$ cat config.mk
export PLATFORM = sky130hd
export DESIGN_NAME = bicubic_patch_interpolator_top
export DESIGN_NICKNAME = d
export VERILOG_FILES = /design/src/sv/bpi_pkg.sv /design/src/sv/bpi_mac.sv /design/src/sv/bpi_cubic.sv /design/src/sv/bicubic_patch_interpolator_top.sv
export SDC_FILE = /design/constraint.sdc
export NUM_CORES = 1
export LEC_CHECK = 0
export BUFFER_PORTS_ARGS = -buffer_cell sky130_fd_sc_hd__buf_2
export CAP_MARGIN = 20
export CORE_MARGIN = 8
export CORE_UTILIZATION = 40
export CTS_CLUSTER_DIAMETER = 30
export DETAILED_ROUTE_END_ITERATION = 16
export GPL_ROUTABILITY_DRIVEN = 1
export HOLD_SLACK_MARGIN = 0.03
export PLACE_DENSITY = 0.67
export SYNTH_ARGS = -nofsm -noshare
export SYNTH_HDL_FRONTEND = slang
export SYNTH_SLANG_ARGS = --single-unit
$ cat constraint.sdc
create_clock -name i_clk -period 10.75 [get_ports i_clk]
set_input_delay 1.6125 -clock i_clk [delete_from_list [all_inputs] [get_ports i_clk]]
set_output_delay 1.6125 -clock i_clk [all_outputs]
set_load 0.02 [all_outputs]
$ cat src/sv/bpi_pkg.sv
// ----------------------------------------------------------------------------
// bpi_pkg: shared types and constants
// Widths, formats and request types of the bicubic patch interpolator.
// ----------------------------------------------------------------------------
package bpi_pkg;

    localparam int SAMPLE_BITS = 8;
    localparam int FRAC_BITS   = 8;
    localparam int RES_W       = 18;
    // Working width of the cubic; covers the column pass on 18-bit row values.
    localparam int ACC_W       = 24;
    localparam int PROD_W      = ACC_W + FRAC_BITS + 1;

    typedef logic signed [ACC_W-1:0] t_acc;
    typedef logic [FRAC_BITS-1:0]    t_frac;
    typedef logic signed [RES_W-1:0] t_res;

    // One request to the shared multiply, round and add unit.
    typedef struct packed {
        t_acc  base;
        t_acc  mult;
        t_frac frac;
        logic  half;   // Extra right shift of one bit for the final t*c/2 term.
    } t_mac_req;

endpackage

$ cat src/sv/bpi_mac.sv
// ----------------------------------------------------------------------------
// bpi_mac: multiply, round and add
// Returns base + round(frac * mult) at FRAC_BITS or FRAC_BITS+1 fraction bits,
// rounding to nearest with ties toward plus infinity.
// ----------------------------------------------------------------------------
module bpi_mac (
    input  bpi_pkg::t_mac_req i_req,
    output bpi_pkg::t_acc     o_sum
);

    logic signed [bpi_pkg::PROD_W-1:0] w_prod;
    logic signed [bpi_pkg::PROD_W-1:0] w_rnd;
    logic signed [bpi_pkg::PROD_W-1:0] w_shift;

    always_comb begin
        w_prod = i_req.mult * $signed({1'b0, i_req.frac});
        if (i_req.half) begin
            w_rnd   = w_prod + (bpi_pkg::PROD_W'(1) <<< bpi_pkg::FRAC_BITS);
            w_shift = w_rnd >>> (bpi_pkg::FRAC_BITS + 1);
        end else begin
            w_rnd   = w_prod + (bpi_pkg::PROD_W'(1) <<< (bpi_pkg::FRAC_BITS - 1));
            w_shift = w_rnd >>> bpi_pkg::FRAC_BITS;
        end
        o_sum = i_req.base + w_shift[bpi_pkg::ACC_W-1:0];
    end

endmodule

$ cat src/sv/bpi_cubic.sv
// ----------------------------------------------------------------------------
// bpi_cubic: Catmull-Rom cubic sequencer
// Evaluates one cubic by Horner's rule in four steps, three of them on the shared unit.
// ----------------------------------------------------------------------------
module bpi_cubic (
    input  logic           i_clk,
    input  logic           i_rst_n,
    input  logic           i_start,
    input  bpi_pkg::t_acc  i_p0,
    input  bpi_pkg::t_acc  i_p1,
    input  bpi_pkg::t_acc  i_p2,
    input  bpi_pkg::t_acc  i_p3,
    input  bpi_pkg::t_frac i_frac,
    output logic           o_done,
    output bpi_pkg::t_acc  o_result
);

    localparam logic [2:0] ST_IDLE = 3'd0;
    localparam logic [2:0] ST_A    = 3'd1;
    localparam logic [2:0] ST_B    = 3'd2;
    localparam logic [2:0] ST_C    = 3'd3;
    localparam logic [2:0] ST_D    = 3'd4;

    logic [2:0]     r_step, n_step;
    logic           r_done, n_done;
    bpi_pkg::t_acc  r_p0, r_p1, r_p2, r_p3;
    bpi_pkg::t_frac r_frac;
    bpi_pkg::t_acc  r_acc, n_acc;

    bpi_pkg::t_acc    w_a, w_bbase, w_cbase, w_diff, w_sum;
    bpi_pkg::t_mac_req w_req;

    bpi_mac u_mac (
        .i_req (w_req),
        .o_sum (w_sum)
    );

    always_comb begin
        w_diff  = r_p1 - r_p2;
        w_a     = (w_diff <<< 1) + w_diff + r_p3 - r_p0;
        w_bbase = (r_p0 <<< 1) - ((r_p1 <<< 2) + r_p1) + (r_p2 <<< 2) - r_p3;
        w_cbase = r_p2 - r_p0;

        w_req.mult = r_acc;
        w_req.frac = r_frac;
        w_req.half = (r_step == ST_D);
        unique case (r_step)
            ST_B:    w_req.base = w_bbase;
            ST_C:    w_req.base = w_cbase;
            default: w_req.base = r_p1;
        endcase

        n_step = r_step;
        n_acc  = r_acc;
        n_done = 1'b0;
        unique case (r_step)
            ST_IDLE: begin
                if (i_start) begin
                    n_step = ST_A;
                end
            end
            ST_A: begin
                n_acc  = w_a;
                n_step = ST_B;
            end
            ST_B: begin
                n_acc  = w_sum;
                n_step = ST_C;
            end
            ST_C: begin
                n_acc  = w_sum;
                n_step = ST_D;
            end
            ST_D: begin
                n_acc  = w_sum;
                n_done = 1'b1;
                n_step = ST_IDLE;
            end
            default: begin
                n_step = ST_IDLE;
            end
        endcase
    end

    always_ff @(posedge i_clk) begin
        if (!i_rst_n) begin
            r_step <= ST_IDLE;
            r_done <= 1'b0;
        end else begin
            r_step <= n_step;
            r_done <= n_done;
        end
        r_acc <= n_acc;
        if (r_step == ST_IDLE && i_start) begin
            r_p0   <= i_p0;
            r_p1   <= i_p1;
            r_p2   <= i_p2;
            r_p3   <= i_p3;
            r_frac <= i_frac;
        end
    end

    assign o_done   = r_done;
    assign o_result = r_acc;

endmodule

$ cat src/sv/bicubic_patch_interpolator_top.sv
// ----------------------------------------------------------------------------
// bicubic_patch_interpolator_top: Catmull-Rom bicubic patch interpolator
// Takes a 4x4 patch one row per request and returns one bicubic value.
// ----------------------------------------------------------------------------
// A patch arrives as four requests, one row of four samples each, with the
// row fraction frac_y; frac_x is taken from the fourth request. Each row is
// interpolated and kept; the fourth row also runs the cubic across the four
// row values and yields one signed, unclamped result with 8 fraction bits.
// Both cubics run on one shared multiply, round and add unit, four steps each.
// Rows one to three free the input once their cubic is done; the fourth row
// also waits for the column cubic and, while a result is held by i_stall, for the output.
// The output register lets the next patch start while a result is pending.
module bicubic_patch_interpolator_top (
    input  logic                           i_clk,
    input  logic                           i_rst_n,
    input  logic                           i_valid,
    output logic                           o_stall,
    input  logic [7:0]                     i_sample_0,
    input  logic [7:0]                     i_sample_1,
    input  logic [7:0]                     i_sample_2,
    input  logic [7:0]                     i_sample_3,
    input  logic [7:0]                     i_frac_y,
    input  logic [7:0]                     i_frac_x,
    output logic                           o_valid,
    input  logic                           i_stall,
    output logic signed [17:0]             o_interpolated
);

    localparam logic [1:0] S_IDLE = 2'd0;
    localparam logic [1:0] S_ROW  = 2'd1;
    localparam logic [1:0] S_COL  = 2'd2;
    localparam logic [1:0] S_OUT  = 2'd3;

    localparam int PAD_W = bpi_pkg::ACC_W - bpi_pkg::SAMPLE_BITS - bpi_pkg::FRAC_BITS;
    localparam int EXT_W = bpi_pkg::ACC_W - bpi_pkg::RES_W;

    logic [1:0]      r_state, n_state;
    logic [1:0]      r_row_cnt, n_row_cnt;
    bpi_pkg::t_res   r_rows [3];
    bpi_pkg::t_frac  r_frac_x;
    logic            r_out_valid, n_out_valid;
    bpi_pkg::t_res   r_out_data;

    logic            w_start;
    bpi_pkg::t_acc   w_p0, w_p1, w_p2, w_p3;
    bpi_pkg::t_frac  w_frac;
    logic            w_done;
    bpi_pkg::t_acc   w_result;
    bpi_pkg::t_res   w_wrapped;
    logic            w_out_free;

    bpi_cubic u_cubic (
        .i_clk    (i_clk),
        .i_rst_n  (i_rst_n),
        .i_start  (w_start),
        .i_p0     (w_p0),
        .i_p1     (w_p1),
        .i_p2     (w_p2),
        .i_p3     (w_p3),
        .i_frac   (w_frac),
        .o_done   (w_done),
        .o_result (w_result)
    );

    function automatic bpi_pkg::t_acc scale(input logic [7:0] s);
        scale = $signed({{PAD_W{1'b0}}, s[bpi_pkg::SAMPLE_BITS-1:0],
                         {bpi_pkg::FRAC_BITS{1'b0}}});
    endfunction

    function automatic bpi_pkg::t_acc extend(input bpi_pkg::t_res v);
        extend = $signed({{EXT_W{v[bpi_pkg::RES_W-1]}}, v});
    endfunction

    assign w_wrapped  = w_result[bpi_pkg::RES_W-1:0];
    assign w_out_free = !r_out_valid || !i_stall;

    always_comb begin
        n_state     = r_state;
        n_row_cnt   = r_row_cnt;
        n_out_valid = r_out_valid && i_stall;
        w_start     = 1'b0;
        // The row pass reads the input ports; the column pass reads the stored rows.
        if (r_state == S_IDLE) begin
            w_p0   = scale(i_sample_0);
            w_p1   = scale(i_sample_1);
            w_p2   = scale(i_sample_2);
            w_p3   = scale(i_sample_3);
            w_frac = i_frac_y;
        end else begin
            w_p0   = extend(r_rows[0]);
            w_p1   = extend(r_rows[1]);
            w_p2   = extend(r_rows[2]);
            w_p3   = extend(w_wrapped);
            w_frac = r_frac_x;
        end
        unique case (r_state)
            S_IDLE: begin
                if (i_valid) begin
                    w_start = 1'b1;
                    n_state = S_ROW;
                end
            end
            S_ROW: begin
                if (w_done) begin
                    if (r_row_cnt == 2'd3) begin
                        w_start   = 1'b1;
                        n_row_cnt = 2'd0;
                        n_state   = S_COL;
                    end else begin
                        n_row_cnt = r_row_cnt + 2'd1;
                        n_state   = S_IDLE;
                    end
                end
            end
            S_COL: begin
                if (w_done) begin
                    n_state = S_OUT;
                end
            end
            S_OUT: begin
                if (w_out_free) begin
                    n_out_valid = 1'b1;
                    n_state     = S_IDLE;
                end
            end
            default: begin
                n_state = S_IDLE;
            end
        endcase
    end

    always_ff @(posedge i_clk) begin
        if (!i_rst_n) begin
            r_state     <= S_IDLE;
            r_row_cnt   <= 2'd0;
            r_out_valid <= 1'b0;
        end else begin
            r_state     <= n_state;
            r_row_cnt   <= n_row_cnt;
            r_out_valid <= n_out_valid;
        end
        if (r_state == S_IDLE && i_valid) begin
            r_frac_x <= i_frac_x;
        end
        if (r_state == S_ROW && w_done && r_row_cnt != 2'd3) begin
            r_rows[r_row_cnt] <= w_wrapped;
        end
        if (r_state == S_OUT && w_out_free) begin
            r_out_data <= w_wrapped;
        end
    end

    assign o_stall        = (r_state != S_IDLE);
    assign o_valid        = r_out_valid;
    assign o_interpolated = r_out_data;

endmodule
[Yosys cells after proc, flatten, opt, wreduce, memory -nomap -nowiden]
Memories as Yosys holds them, arrays and structs flattened.
Index checks and enable logic that the tools add are counted.
Word-level totals
  register bits after elaboration: 139
  latch bits: 0
  memories kept: 1
  ROM bits: 0
  input port bits: 52
  bits in writable memories: 54
Cells by class
  reduce and logical (&&, ||, !) cells: 16
  order comparisons: 0
  equal/unequal tests: 14
  bitwise logic cells: 0
  shift operators: 0
  mux-type cells: 26
  $add $sub $neg: 13
  divide/modulo/power cells: 0
  multiply operators: 1
Memories
  r_rows: depth 3, bits a word 18, rd ports 3, clocked after memory_dff 0, wr ports 1, RTL line bicubic_patch_interpolator_top.sv:39  | bpi_pkg::t_res r_rows [3];
Operators by type and width (number)
  24-bit one-hot mux with 2 select lines: 2
  16-bit 2-to-1 mux: 4
  24-bit adder: 2
  24-bit by 18-bit subtractor with 24-bit output: 2
  18-bit by 18-bit subtractor with 19-bit output: 2
  33-bit by 10-bit adder with 33-bit output, second input constant: 1
  24-bit by 9-bit multiplier with 33-bit output: 1
  32-bit by 9-bit adder with 32-bit output, second input constant: 1
  24-bit by 18-bit adder with 24-bit output: 1
  24-bit by 20-bit adder with 24-bit output: 1
  24-bit 2-to-1 mux: 1
  19-bit by 21-bit subtractor with 22-bit output: 1
  20-bit by 18-bit adder with 21-bit output: 1
  2-bit 2-to-1 mux: 6
  3-bit one-hot mux with 4 select lines: 1
  1-bit 2-to-1 mux: 8
  8-bit 2-to-1 mux: 1
  2-bit one-hot mux with 4 select lines: 1
  2-bit equality test, second input constant: 3
  3-bit by 2-bit equality test with 1-bit output, second input constant: 2
  1-bit logical AND: 6
  2-bit by 1-bit inequality test with 1-bit output, second input constant: 3
  2-bit inequality test, second input constant: 3
  4-bit AND reduction: 1
  other kinds (13): 15

[Longest topological paths before layout]
Gate-level depths: netlist (run 1).
  word-level depth: 7
  gate-level depth with buffers: 36
  mapped depth without buffers: 36

[By module]
Synthesis (run 1) repeated with hierarchy kept, for this count alone.
Unflattened totals
  cells, all modules: 2517
  area, all modules: 24795.0 µm²
By module, submodules not included
  bpi_cubic: times used 1, area each 11947.7 µm², seq. area each 3923.8 µm², cells an instance 1143
  bpi_mac: times used 1, area each 9271.4 µm², seq. area each 0.0 µm², cells an instance 1165
  bicubic_patch_interpolator_top: times used 1, area each 3575.9 µm², seq. area each 2502.4 µm², cells an instance 209

[Least setup slack after synthesis (run 1)]
Ideal clock, no wire load.
  path kind: reg2reg
  start point: reg u_cubic.r_frac[2]
  end point: reg u_cubic.r_acc[23], in the netlist u_cubic.o_result[23], data pin
  path buffers: 2
  setup time: 270 ps
  period minus slack after synthesis: 7934 ps
  cell stages (with the launch flop): 34
  data required time: 10480 ps
  setup slack: 2816 ps
  data arrival time: 7664 ps
  path through: edfxtp_1 > clkbuf_1 > nand2_1 > fa_1 > inv_1 > fa_1 > inv_1 > fa_1 > fa_1 > inv_1 > ha_1 > a21o_1 > a21oi_4 > o211ai_2 > a211o_1 > and2_1 > buf_4 > xnor2_2 > a21o_1 > or3_1 > nor3_1 > xnor2_1 > a21oi_1 > ha_1 > a21oi_1 > nor2_1 > a21oi_1 > o31ai_1 > o21a_1 > a221o_1 > a21oi_1 > xnor3_1 > xnor2_1 > o211ai_1
On the way
  cells in the longest elaborated chain, start to end: 5
  elaborated cells on any way between the ends: 6
RTL lines
  from (decl): RTL line bpi_cubic.sv:27  | bpi_pkg::t_frac r_frac;
  from (signal assigned): RTL line bpi_cubic.sv:99  | r_frac <= i_frac;
  24-bit by 9-bit multiplier with 33-bit output *: RTL line bpi_mac.sv:16  | w_prod = i_req.mult * $signed({1'b0, i_req.frac});
  33-bit by 10-bit adder with 33-bit output or 32-bit by 9-bit adder with 32-bit output (tied branches): RTL line bpi_mac.sv:18, bpi_mac.sv:21
  24-bit 2-to-1 mux *: RTL line bpi_mac.sv:17  | if (i_req.half) begin
  24-bit adder *: RTL line bpi_mac.sv:24  | o_sum = i_req.base + w_shift[bpi_pkg::ACC_W-1:0];
  24-bit one-hot mux with 2 select lines *: RTL line bpi_cubic.sv:56  | unique case (r_step)
  named net u_cubic.n_acc[23]: RTL line bpi_cubic.sv:28  | bpi_pkg::t_acc r_acc, n_acc;
  to (signal assigned): RTL line bpi_cubic.sv:93  | r_acc <= n_acc;
  to (decl): RTL line bpi_cubic.sv:28
The timed path passes the listed nets; every way through them passes the cells marked *.
A chain may end at the register's enable or synchronous reset.

[Worst setup path in the final report (run 1)]
Ends and elaborated chain as after synthesis.

==> insert_results.sql, run 1 <==
INSERT INTO impl_metrics (metric_group, metric, value, unit) VALUES
('outcome', 'status', 'finished, final reports clean', ''),
('route', 'antenna_left', '0', ''),
('synth', 'share_of_the_yosys_chip_area_belonging_to_registers', '25.31', '%'),
('timing', 'final.setup.tns', '0', 'ps'),
('min_path', 'hold_sp', 'r_rows[1][3]$_DFFE_PP_', ''),
('setup_path', 'cp_slowest_stage_delay', '860', 'ps'),
('setup_path', 'worst_setup_path_startpoint', 'u_cubic.r_frac[2]$_DFFE_PP_', ''),
('setup_path', 'r2r_start', 'u_cubic.r_frac[2]$_DFFE_PP_', ''),
('synth', 'synth.largest_area_cell', 'sky130_fd_sc_hd__edfxtp_1', ''),
('final_layout', 'final_nets', '2857', ''),
('clocking', 'post_cts_resize_count', '0', ''),
('timing', 'tightest_slew', '991.3', 'ps'),
('synth', 'netlist_instances', '2334', ''),
('setup_path', 'crit_path_top_delay_cell', 'sky130_fd_sc_hd__edfxtp_1', ''),
('clocking', 'cts-hold-fix-buffers', '0', ''),
('synth', 'ys_ff_latch', '193', ''),
('grt', 'grt_first_pass_wirelength', '89.10', 'mm'),
('placed_design', 'gp_routability_congestion', '0.8826', ''),
('synth', 'mappedNetlistNets', '2814', ''),
('synth', 'yosysTopAreaCellShare', '24.51', '%'),
('job', 'max_cap_violations', '0', ''),
('setup_path', 'end_kind', 'register', ''),
('synth', 'post_syn_area', '22550', 'um^2'),
('timing', 'final_min_period_over_clock_period', '83.93', '%'),
('timing', 'rsz0062_at_grt', 'false', ''),
('timing', 'fmax', '0.1108', 'GHz'),
('route', 'totalWireLength', '55.94', 'mm'),
('synth', 'synth_edf_count', '184', ''),
('die', 'core-area', '56060', 'um^2'),
('setup_path', 'required', '10980', 'ps'),
('synth', 'asyncSetResetFlopFracSynth', '0', '%'),
('synth', 'synth_most_common_cell', 'sky130_fd_sc_hd__inv_1', ''),
('clocking', 'htree_num_levels', '4', ''),
('setup_path', 'critical-path-top-cell-by-count', 'sky130_fd_sc_hd__a21oi_1', ''),
('clocking', 'clockBufferDepth', '2', ''),
('route', 'vias', '16520', ''),
('timing', 'timing_hold_violations_final', '0', ''),
('placed_design', 'numPortBuffers', '71', ''),
('placed_design', 'place.detailed.instances', '3114', ''),
('die', 'die_area', '64220', 'um^2'),
('route', 'drc', '0', ''),
('timing', 'setup_viols_final', '0', ''),
('final_layout', 'fin_util', '43.43', '%'),
('synth', 'synth.top_cells.by_count', 'sky130_fd_sc_hd__inv_1 (352), sky130_fd_sc_hd__fa_1 (229), sky130_fd_sc_hd__ha_1 (199), sky130_fd_sc_hd__edfxtp_1 (184), sky130_fd_sc_hd__nand2_1 (182)', ''),
('synth', 'synth.avg_cell_area', '9.660', 'um^2'),
('timing', 'clock-skew-final', '20.99', 'ps'),
('die', 'io_pins', '72', ''),
('synth', 'synth_area_leaders', 'sky130_fd_sc_hd__edfxtp_1 (25%), sky130_fd_sc_hd__fa_1 (20%), sky130_fd_sc_hd__ha_1 (11%)', ''),
('die', 'floorplan.rows', '87', ''),
('setup_path', 'setup.worst_path.class', 'register to register', ''),
('clocking', 'clk_pin_slew_worst_paths', '80', 'ps'),
('clocking', 'clock_tree_from_tritoncts', 'built', ''),
('synth', 'synth_cell_types', '85', ''),
('die', 'die-height', '253.4', 'um'),
('grt', 'maximum_number_of_pins_on_one_net_before_global_route_repair', '71', ''),
('timing', 'timing.max_slew.rel_slack', '33.91', '%'),
('route', 'avgRoutedWirePerCell', '17.77', 'um'),
('setup_path', 'worstPathMaxFanout', '24', ''),
('die', 'die_w', '253.4', 'um'),
('final_layout', 'final_cells', '3147', ''),
('placed_design', 'post-dp-hpwl', '44.68', 'mm'),
('grt', 'grt_overflow', '0', ''),
('timing', 'period_minus_slack', '9022', 'ps'),
('die', 'initial_utilization', '40.22', '%'),
('clocking', 'cts_made_buffers', '17', ''),
('final_layout', 'post_route_cells_drive_above_1_share', '8.243', '%'),
('setup_path', 'crit_path_start_kind', 'register', ''),
('route', 'avgViaCountPerCell', '5.250', ''),
('route', 'first_iter_violations', '1021', ''),
('grt', 'grt_pass1_vias', '16780', ''),
('synth', 'synthFlopType', 'sky130_fd_sc_hd__edfxtp_1', '');
## cells in the final DEF (no fill, tap or decap), types with 55 or more instances in the layout
master	n
sky130_fd_sc_hd__ha_1	199
sky130_fd_sc_hd__inv_1	352
sky130_fd_sc_hd__and2_1	169
sky130_fd_sc_hd__a21o_1	55
sky130_fd_sc_hd__edfxtp_1	184
sky130_fd_sc_hd__fa_1	229
sky130_fd_sc_hd__o21ai_0	97
sky130_fd_sc_hd__buf_2	71
sky130_fd_sc_hd__xor2_1	59
sky130_fd_sc_hd__nor2_1	112
sky130_fd_sc_hd__nand2_1	182
sky130_fd_sc_hd__xnor2_1	91
sky130_fd_sc_hd__a21oi_1	122
## final cells by class
cell class                      instances  area [um^2]
Clock inverter                         15        190.2
Inverter                              352         1321
Fill cell                            5328        31710
Timing Repair Buffer                   85        460.4
Antenna cell                            1        2.502
Sequential cell                       193         5707
Clock buffer                           17        425.4
Tap cell                              756        945.9
Multi-Input combinational cell       1728        15290
## path summary, 6_finish.rpt
check / depth (start not counted) / slack, ps / end
min reg2reg: 1 / 510 / u_cubic.r_p1[3]$_SDFFCE_PP0P_
max reg2reg: 32 / 1730 / u_cubic.o_result[23]$_DFFE_PP_
min: 1 / 510 / u_cubic.r_p1[3]$_SDFFCE_PP0P_
max: 32 / 1730 / u_cubic.o_result[23]$_DFFE_PP_
## metrics by stage
stage	worst slack [ps]	hold WS, ps	cell area [um^2]
finish	1728	511.1	24350
global route	1241	529.4	24340
CTS	1805	510.9	24340
detailed placement	1841	505.0	23730
global placement	2081	483.0	23730
floorplan	2816	476.4	22550
## state kept, by name, summed over array words and instances (netlist names), named ones only
register          count
r_frac_x              8
o_valid               1
r_rows               54
u_cubic.o_done        1
u_cubic.r_p1         18
u_cubic.r_frac        8
u_cubic.r_p0         18
r_state               1
u_cubic.r_p2         18
u_cubic.o_result     24
u_cubic.r_step        3
o_interpolated       18
r_row_cnt             2
u_cubic.r_p3         18
## kinds of logic after synthesis
logic type | Yosys count | share of synthesized area (%)
and+or+nand+nor | 644 | 14.53
xor gates and xnor gates | 153 | 6.038
DFF | 193 | 25.31
adders and majority gates | 428 | 31.38
buffers and inverters | 413 | 6.970
muxes | 50 | 2.447
AOI/OAI and AO/OA | 453 | 13.33
## worst reg2reg max path: cells and delay by family (launching register included)
| kind | cells | cell delay [ps] |
|---|---|---|
| AO/OA/AOI/OAI | 13 | 2310 |
| XOR/XNOR | 4 | 1140 |
| adder cells (fa/ha/maj) | 7 | 2750 |
| buffers and inverters | 1 | 50 |
| flip-flops | 1 | 860 |
| AND/OR/NAND/NOR | 7 | 1630 |
## layer usage
metal	GRT usage (%)	share of wire (%)	vias up
met4	4.126	1.6	0
met5	0	0	-
met1	23.67	46	8133
li1	-	-	7945
met2	29.06	46	388
met3	3.633	5.7	57
Power of run 1 is left out: the tool's default activity adds up to more than one toggle a clock period on the data nets, which glitch-free logic cannot reach.
==> inputs of run 2 (changes only) <==
--- a/config.mk
+++ b/config.mk
@@ -5,6 +5,7 @@
 export SDC_FILE = /design/constraint.sdc
 export NUM_CORES = 1
 export LEC_CHECK = 0
+export ABC_AREA = 1
 export BUFFER_PORTS_ARGS = -buffer_cell sky130_fd_sc_hd__buf_2
 export CAP_MARGIN = 20
 export CORE_MARGIN = 8
@@ -13,7 +14,7 @@
 export DETAILED_ROUTE_END_ITERATION = 16
 export GPL_ROUTABILITY_DRIVEN = 1
 export HOLD_SLACK_MARGIN = 0.03
-export PLACE_DENSITY = 0.67
+export PLACE_DENSITY = 0.69
 export SYNTH_ARGS = -nofsm -noshare
 export SYNTH_HDL_FRONTEND = slang
 export SYNTH_SLANG_ARGS = --single-unit
==> constraint.sdc (replaced) <==
create_clock -name i_clk -period 8.3 [get_ports i_clk]
set_input_delay 1.245 -clock i_clk [delete_from_list [all_inputs] [get_ports i_clk]]
set_output_delay 1.245 -clock i_clk [all_outputs]
set_load 0.02 [all_outputs]
==> insert_results.sql, run 2 <==
INSERT INTO impl_metrics (metric_group, metric, value, unit) VALUES
('clocking', 'cts_made_buffers', '17', ''),
('final_layout', 'nFillCells', '5588', ''),
('die', 'core-area', '56280', 'um^2'),
('synth', 'mappedNetlistNets', '3345', ''),
('final_layout', 'fin_util', '44.17', '%'),
('placed_design', 'numPortBuffers', '71', ''),
('synth', 'share_of_the_yosys_chip_area_belonging_to_registers', '25.08', '%'),
('clocking', 'worstSkewPairLatency', '480', 'ps'),
('synth', 'post_syn_area', '22750', 'um^2'),
('synth', 'ys_ff_latch', '193', ''),
('synth', 'asyncSetResetFlopFracSynth', '0', '%'),
('grt', 'grt-busiest-layer', 'met2', ''),
('synth', 'synth_area_leaders', 'sky130_fd_sc_hd__edfxtp_1 (24%), sky130_fd_sc_hd__fa_1 (20%), sky130_fd_sc_hd__nand2_1 (12%)', ''),
('die', 'die_area', '64760', 'um^2'),
('die', 'floorplan.rows', '87', ''),
('placed_design', 'gp_routability_congestion', '0.9441', ''),
('grt', 'grtUsageMet2', '33.17', '%'),
('synth', 'synth_edf_count', '184', ''),
('setup_path', 'arrival', '7870', 'ps'),
('grt', 'met3_usage', '2.058', '%'),
('final_layout', 'antenna_cells', '0', ''),
('timing', 'final_min_period_over_clock_period', '92.04', '%'),
('final_layout', 'leading_cell_type_in_the_layout_fill_and_taps_excluded', 'sky130_fd_sc_hd__nand2_1', ''),
('synth', 'synth_cell_types', '56', ''),
('die', 'die_w', '254.5', 'um'),
('timing', 'clock-skew-final', '22.92', 'ps'),
('job', 'max_cap_violations', '0', ''),
('timing', 'fmax', '0.1309', 'GHz'),
('synth', 'synth.avg_cell_area', '7.940', 'um^2'),
('setup_path', 'crit_path_top_delay_cell', 'sky130_fd_sc_hd__edfxtp_1', ''),
('grt', 'grt_overflow', '0', ''),
('synth', 'netlist_instances', '2865', ''),
('route', 'avgViaCountPerCell', '4.980', ''),
('timing', 'timing_hold_violations_final', '0', ''),
('setup_path', 'critical-path-top-cell-by-count', 'sky130_fd_sc_hd__nand2_1', ''),
('die', 'die-height', '254.5', 'um'),
('synth', 'yosysTopAreaCellShare', '24.29', '%'),
('synth', 'synth.top_cells.by_count', 'sky130_fd_sc_hd__nand2_1 (712), sky130_fd_sc_hd__inv_1 (643), sky130_fd_sc_hd__fa_1 (229), sky130_fd_sc_hd__ha_1 (199), sky130_fd_sc_hd__a21oi_1 (191)', ''),
('timing', 'setup_viols_final', '0', ''),
('final_layout', 'largest_register', 'r_rows', ''),
('clocking', 'clock_tree_from_tritoncts', 'built', ''),
('timing', 'rsz0062_at_grt', 'false', ''),
('timing', 'tightest_slew', '1038', 'ps'),
('final_layout', 'area_growth', '9.284', '%'),
('grt', 'grt.met1_usage', '24.32', '%'),
('synth', 'synthFlopType', 'sky130_fd_sc_hd__edfxtp_1', ''),
('setup_path', 'end_kind', 'register', ''),
('clocking', 'cts-hold-fix-buffers', '0', ''),
('grt', 'antenna_violations_before_repair', '0', ''),
('timing', 'timing.max_slew.rel_slack', '30.55', '%'),
('placed_design', 'dpl-instance-area', '24010', 'um^2'),
('final_layout', 'post_route_cells_drive_above_1_share', '6.746', '%'),
('final_layout', 'final_nets', '3417', ''),
('grt', 'maximum_number_of_pins_on_one_net_before_global_route_repair', '71', ''),
('setup_path', 'cp_slowest_stage_delay', '530', 'ps'),
('die', 'initial_utilization', '40.42', '%'),
('setup_path', 'setup.worst_path.class', 'register to register', ''),
('clocking', 'post_cts_resize_count', '0', ''),
('grt', 'grt.total_usage', '18.78', '%'),
('clocking', 'post-cts-setup-buffers', '0', ''),
('route', 'totalWireLength', '60.20', 'mm'),
('route', 'antenna_left', '0', ''),
('min_path', 'hold_class', 'register to register', ''),
('setup_path', 'crit_path_start_kind', 'register', ''),
('synth', 'synth_most_common_cell', 'sky130_fd_sc_hd__nand2_1', ''),
('route', 'avgRoutedWirePerCell', '16.24', 'um'),
('placed_design', 'post-dp-hpwl', '48.47', 'mm'),
('clocking', 'clockBufferDepth', '2', ''),
('clocking', 'clk_pin_slew_worst_paths', '80', 'ps'),
('setup_path', 'required', '8530', 'ps'),
('route', 'vias', '18460', ''),
('timing', 'period_minus_slack', '7640', 'ps'),
('clocking', 'clock-sinks', '193', ''),
('synth', 'synth.largest_area_cell', 'sky130_fd_sc_hd__edfxtp_1', ''),
('final_layout', 'most-common-layout-cells', 'sky130_fd_sc_hd__nand2_1 (712), sky130_fd_sc_hd__inv_1 (643), sky130_fd_sc_hd__fa_1 (229)', ''),
('clocking', 'htree_num_levels', '4', ''),
('grt', 'grt_first_pass_wirelength', '96.43', 'mm'),
('final_layout', 'fin_area', '24860', 'um^2'),
('route', 'first_iter_violations', '1395', ''),
('die', 'io_pins', '72', ''),
('route', 'drc', '0', ''),
('setup_path', 'worstPathMaxFanout', '5', ''),
('clocking', 'clockRootBuffer', 'sky130_fd_sc_hd__clkbuf_16', ''),
('timing', 'final_max_slew_viol_count', '0', ''),
('timing', 'final.setup.tns', '0', 'ps'),
('final_layout', 'largest_register_ffs', '54', ''),
('synth', 'number_of_warnings_printed_during_yosys_synthesis', '0', ''),
('outcome', 'status', 'finished, final reports clean', ''),
('route', 'drt_pre_antenna_iters', '6', ''),
('grt', 'grt_pass1_vias', '18510', '');
==> run 2: changes by cell type after synthesis, moves of 15 or more <==
| cell | before | now |
|---|---|---|
| sky130_fd_sc_hd__nor2b_1 | 23 | 0 |
| sky130_fd_sc_hd__nand3_1 | 33 | 118 |
| sky130_fd_sc_hd__o21ai_0 | 97 | 112 |
| sky130_fd_sc_hd__a21oi_1 | 123 | 191 |
| sky130_fd_sc_hd__and2_1 | 169 | 2 |
| sky130_fd_sc_hd__and3_1 | 17 | 0 |
| sky130_fd_sc_hd__nand2_1 | 182 | 712 |
| sky130_fd_sc_hd__nand2b_1 | 21 | 0 |
| sky130_fd_sc_hd__inv_1 | 352 | 643 |
| sky130_fd_sc_hd__a211oi_1 | 18 | 3 |
| sky130_fd_sc_hd__xnor2_1 | 92 | 39 |
| sky130_fd_sc_hd__a21o_1 | 55 | 9 |
| sky130_fd_sc_hd__mux2_2 | 41 | 0 |
| sky130_fd_sc_hd__nor2_1 | 114 | 147 |
==> run 2: critical path, delay by kind of cell (launching register included) <==
| family | cells | cell delay [ps] |
|---|---|---|
| buffers and inverters | 7 | 520 |
| AO/OA/AOI/OAI | 13 | 2930 |
| XOR/XNOR | 1 | 180 |
| AND/OR/NAND/NOR | 14 | 1190 |
| adder cells (fa/ha/maj) | 5 | 2060 |
| flip-flops | 1 | 530 |
==> run 2: per-layer routing <==
metal | wire [um] | vias to the layer above
met2 | 30140 | 539
met5 | 0 | -
li1 | - | 9117
met1 | 25850 | 8721
met3 | 3041 | 79
met4 | 1170 | 0
==> run 2: kinds of logic (layout without fill, tap and decap cells) <==
group | after synthesis | in the layout | share of synthesized area [%]
AOI/OAI and AO/OA | 387 | 387 | 9.460
DFF | 193 | 193 | 25.08
and+or+nand+nor | 1056 | 1056 | 19.10
buffers and inverters | 714 | 799 | 11.84
xor gates and xnor gates | 87 | 87 | 3.416
adders and majority gates | 428 | 428 | 31.10
==> run 2: worst paths after layout <==
check,cells after the start,from,slack (ps),end
max reg2reg,40,u_cubic.r_p1[1]$_SDFFCE_PP0P_,660,u_cubic.o_result[23]$_DFFE_PP_
min,2,r_rows[2][15]$_DFFE_PP_,510,u_cubic.r_p2[15]$_DFFE_PP_
min reg2reg,2,r_rows[2][15]$_DFFE_PP_,510,u_cubic.r_p2[15]$_DFFE_PP_
max,40,u_cubic.r_p1[1]$_SDFFCE_PP0P_,660,u_cubic.o_result[23]$_DFFE_PP_
==> run 2: through the flow <==
stage	std cells	hold WS (ps)	setup WS, ps
2_1_floorplan	2865	476.4	69.65
3_5_place_dp	3652	499.6	495.3
6_report	3706	508.4	660.5
5_1_grt	3706	534.0	37.77
4_1_cts	3684	512.1	468.5
3_3_place_gp	3652	490.8	630.1
==> run 2: layout make-up <==
class	instances	area, um^2	share of cell area (%)
timing repair buffer	118	739.5	2.974
multi-input combinational	1958	14380	57.85
sequential	193	5705	22.95
inverter	649	2436	9.799
tap	756	945.9	3.805
clock inverter	15	225.2	0.9059
clock buffer	17	425.4	1.711
Power of run 2 is left out for the same reason.
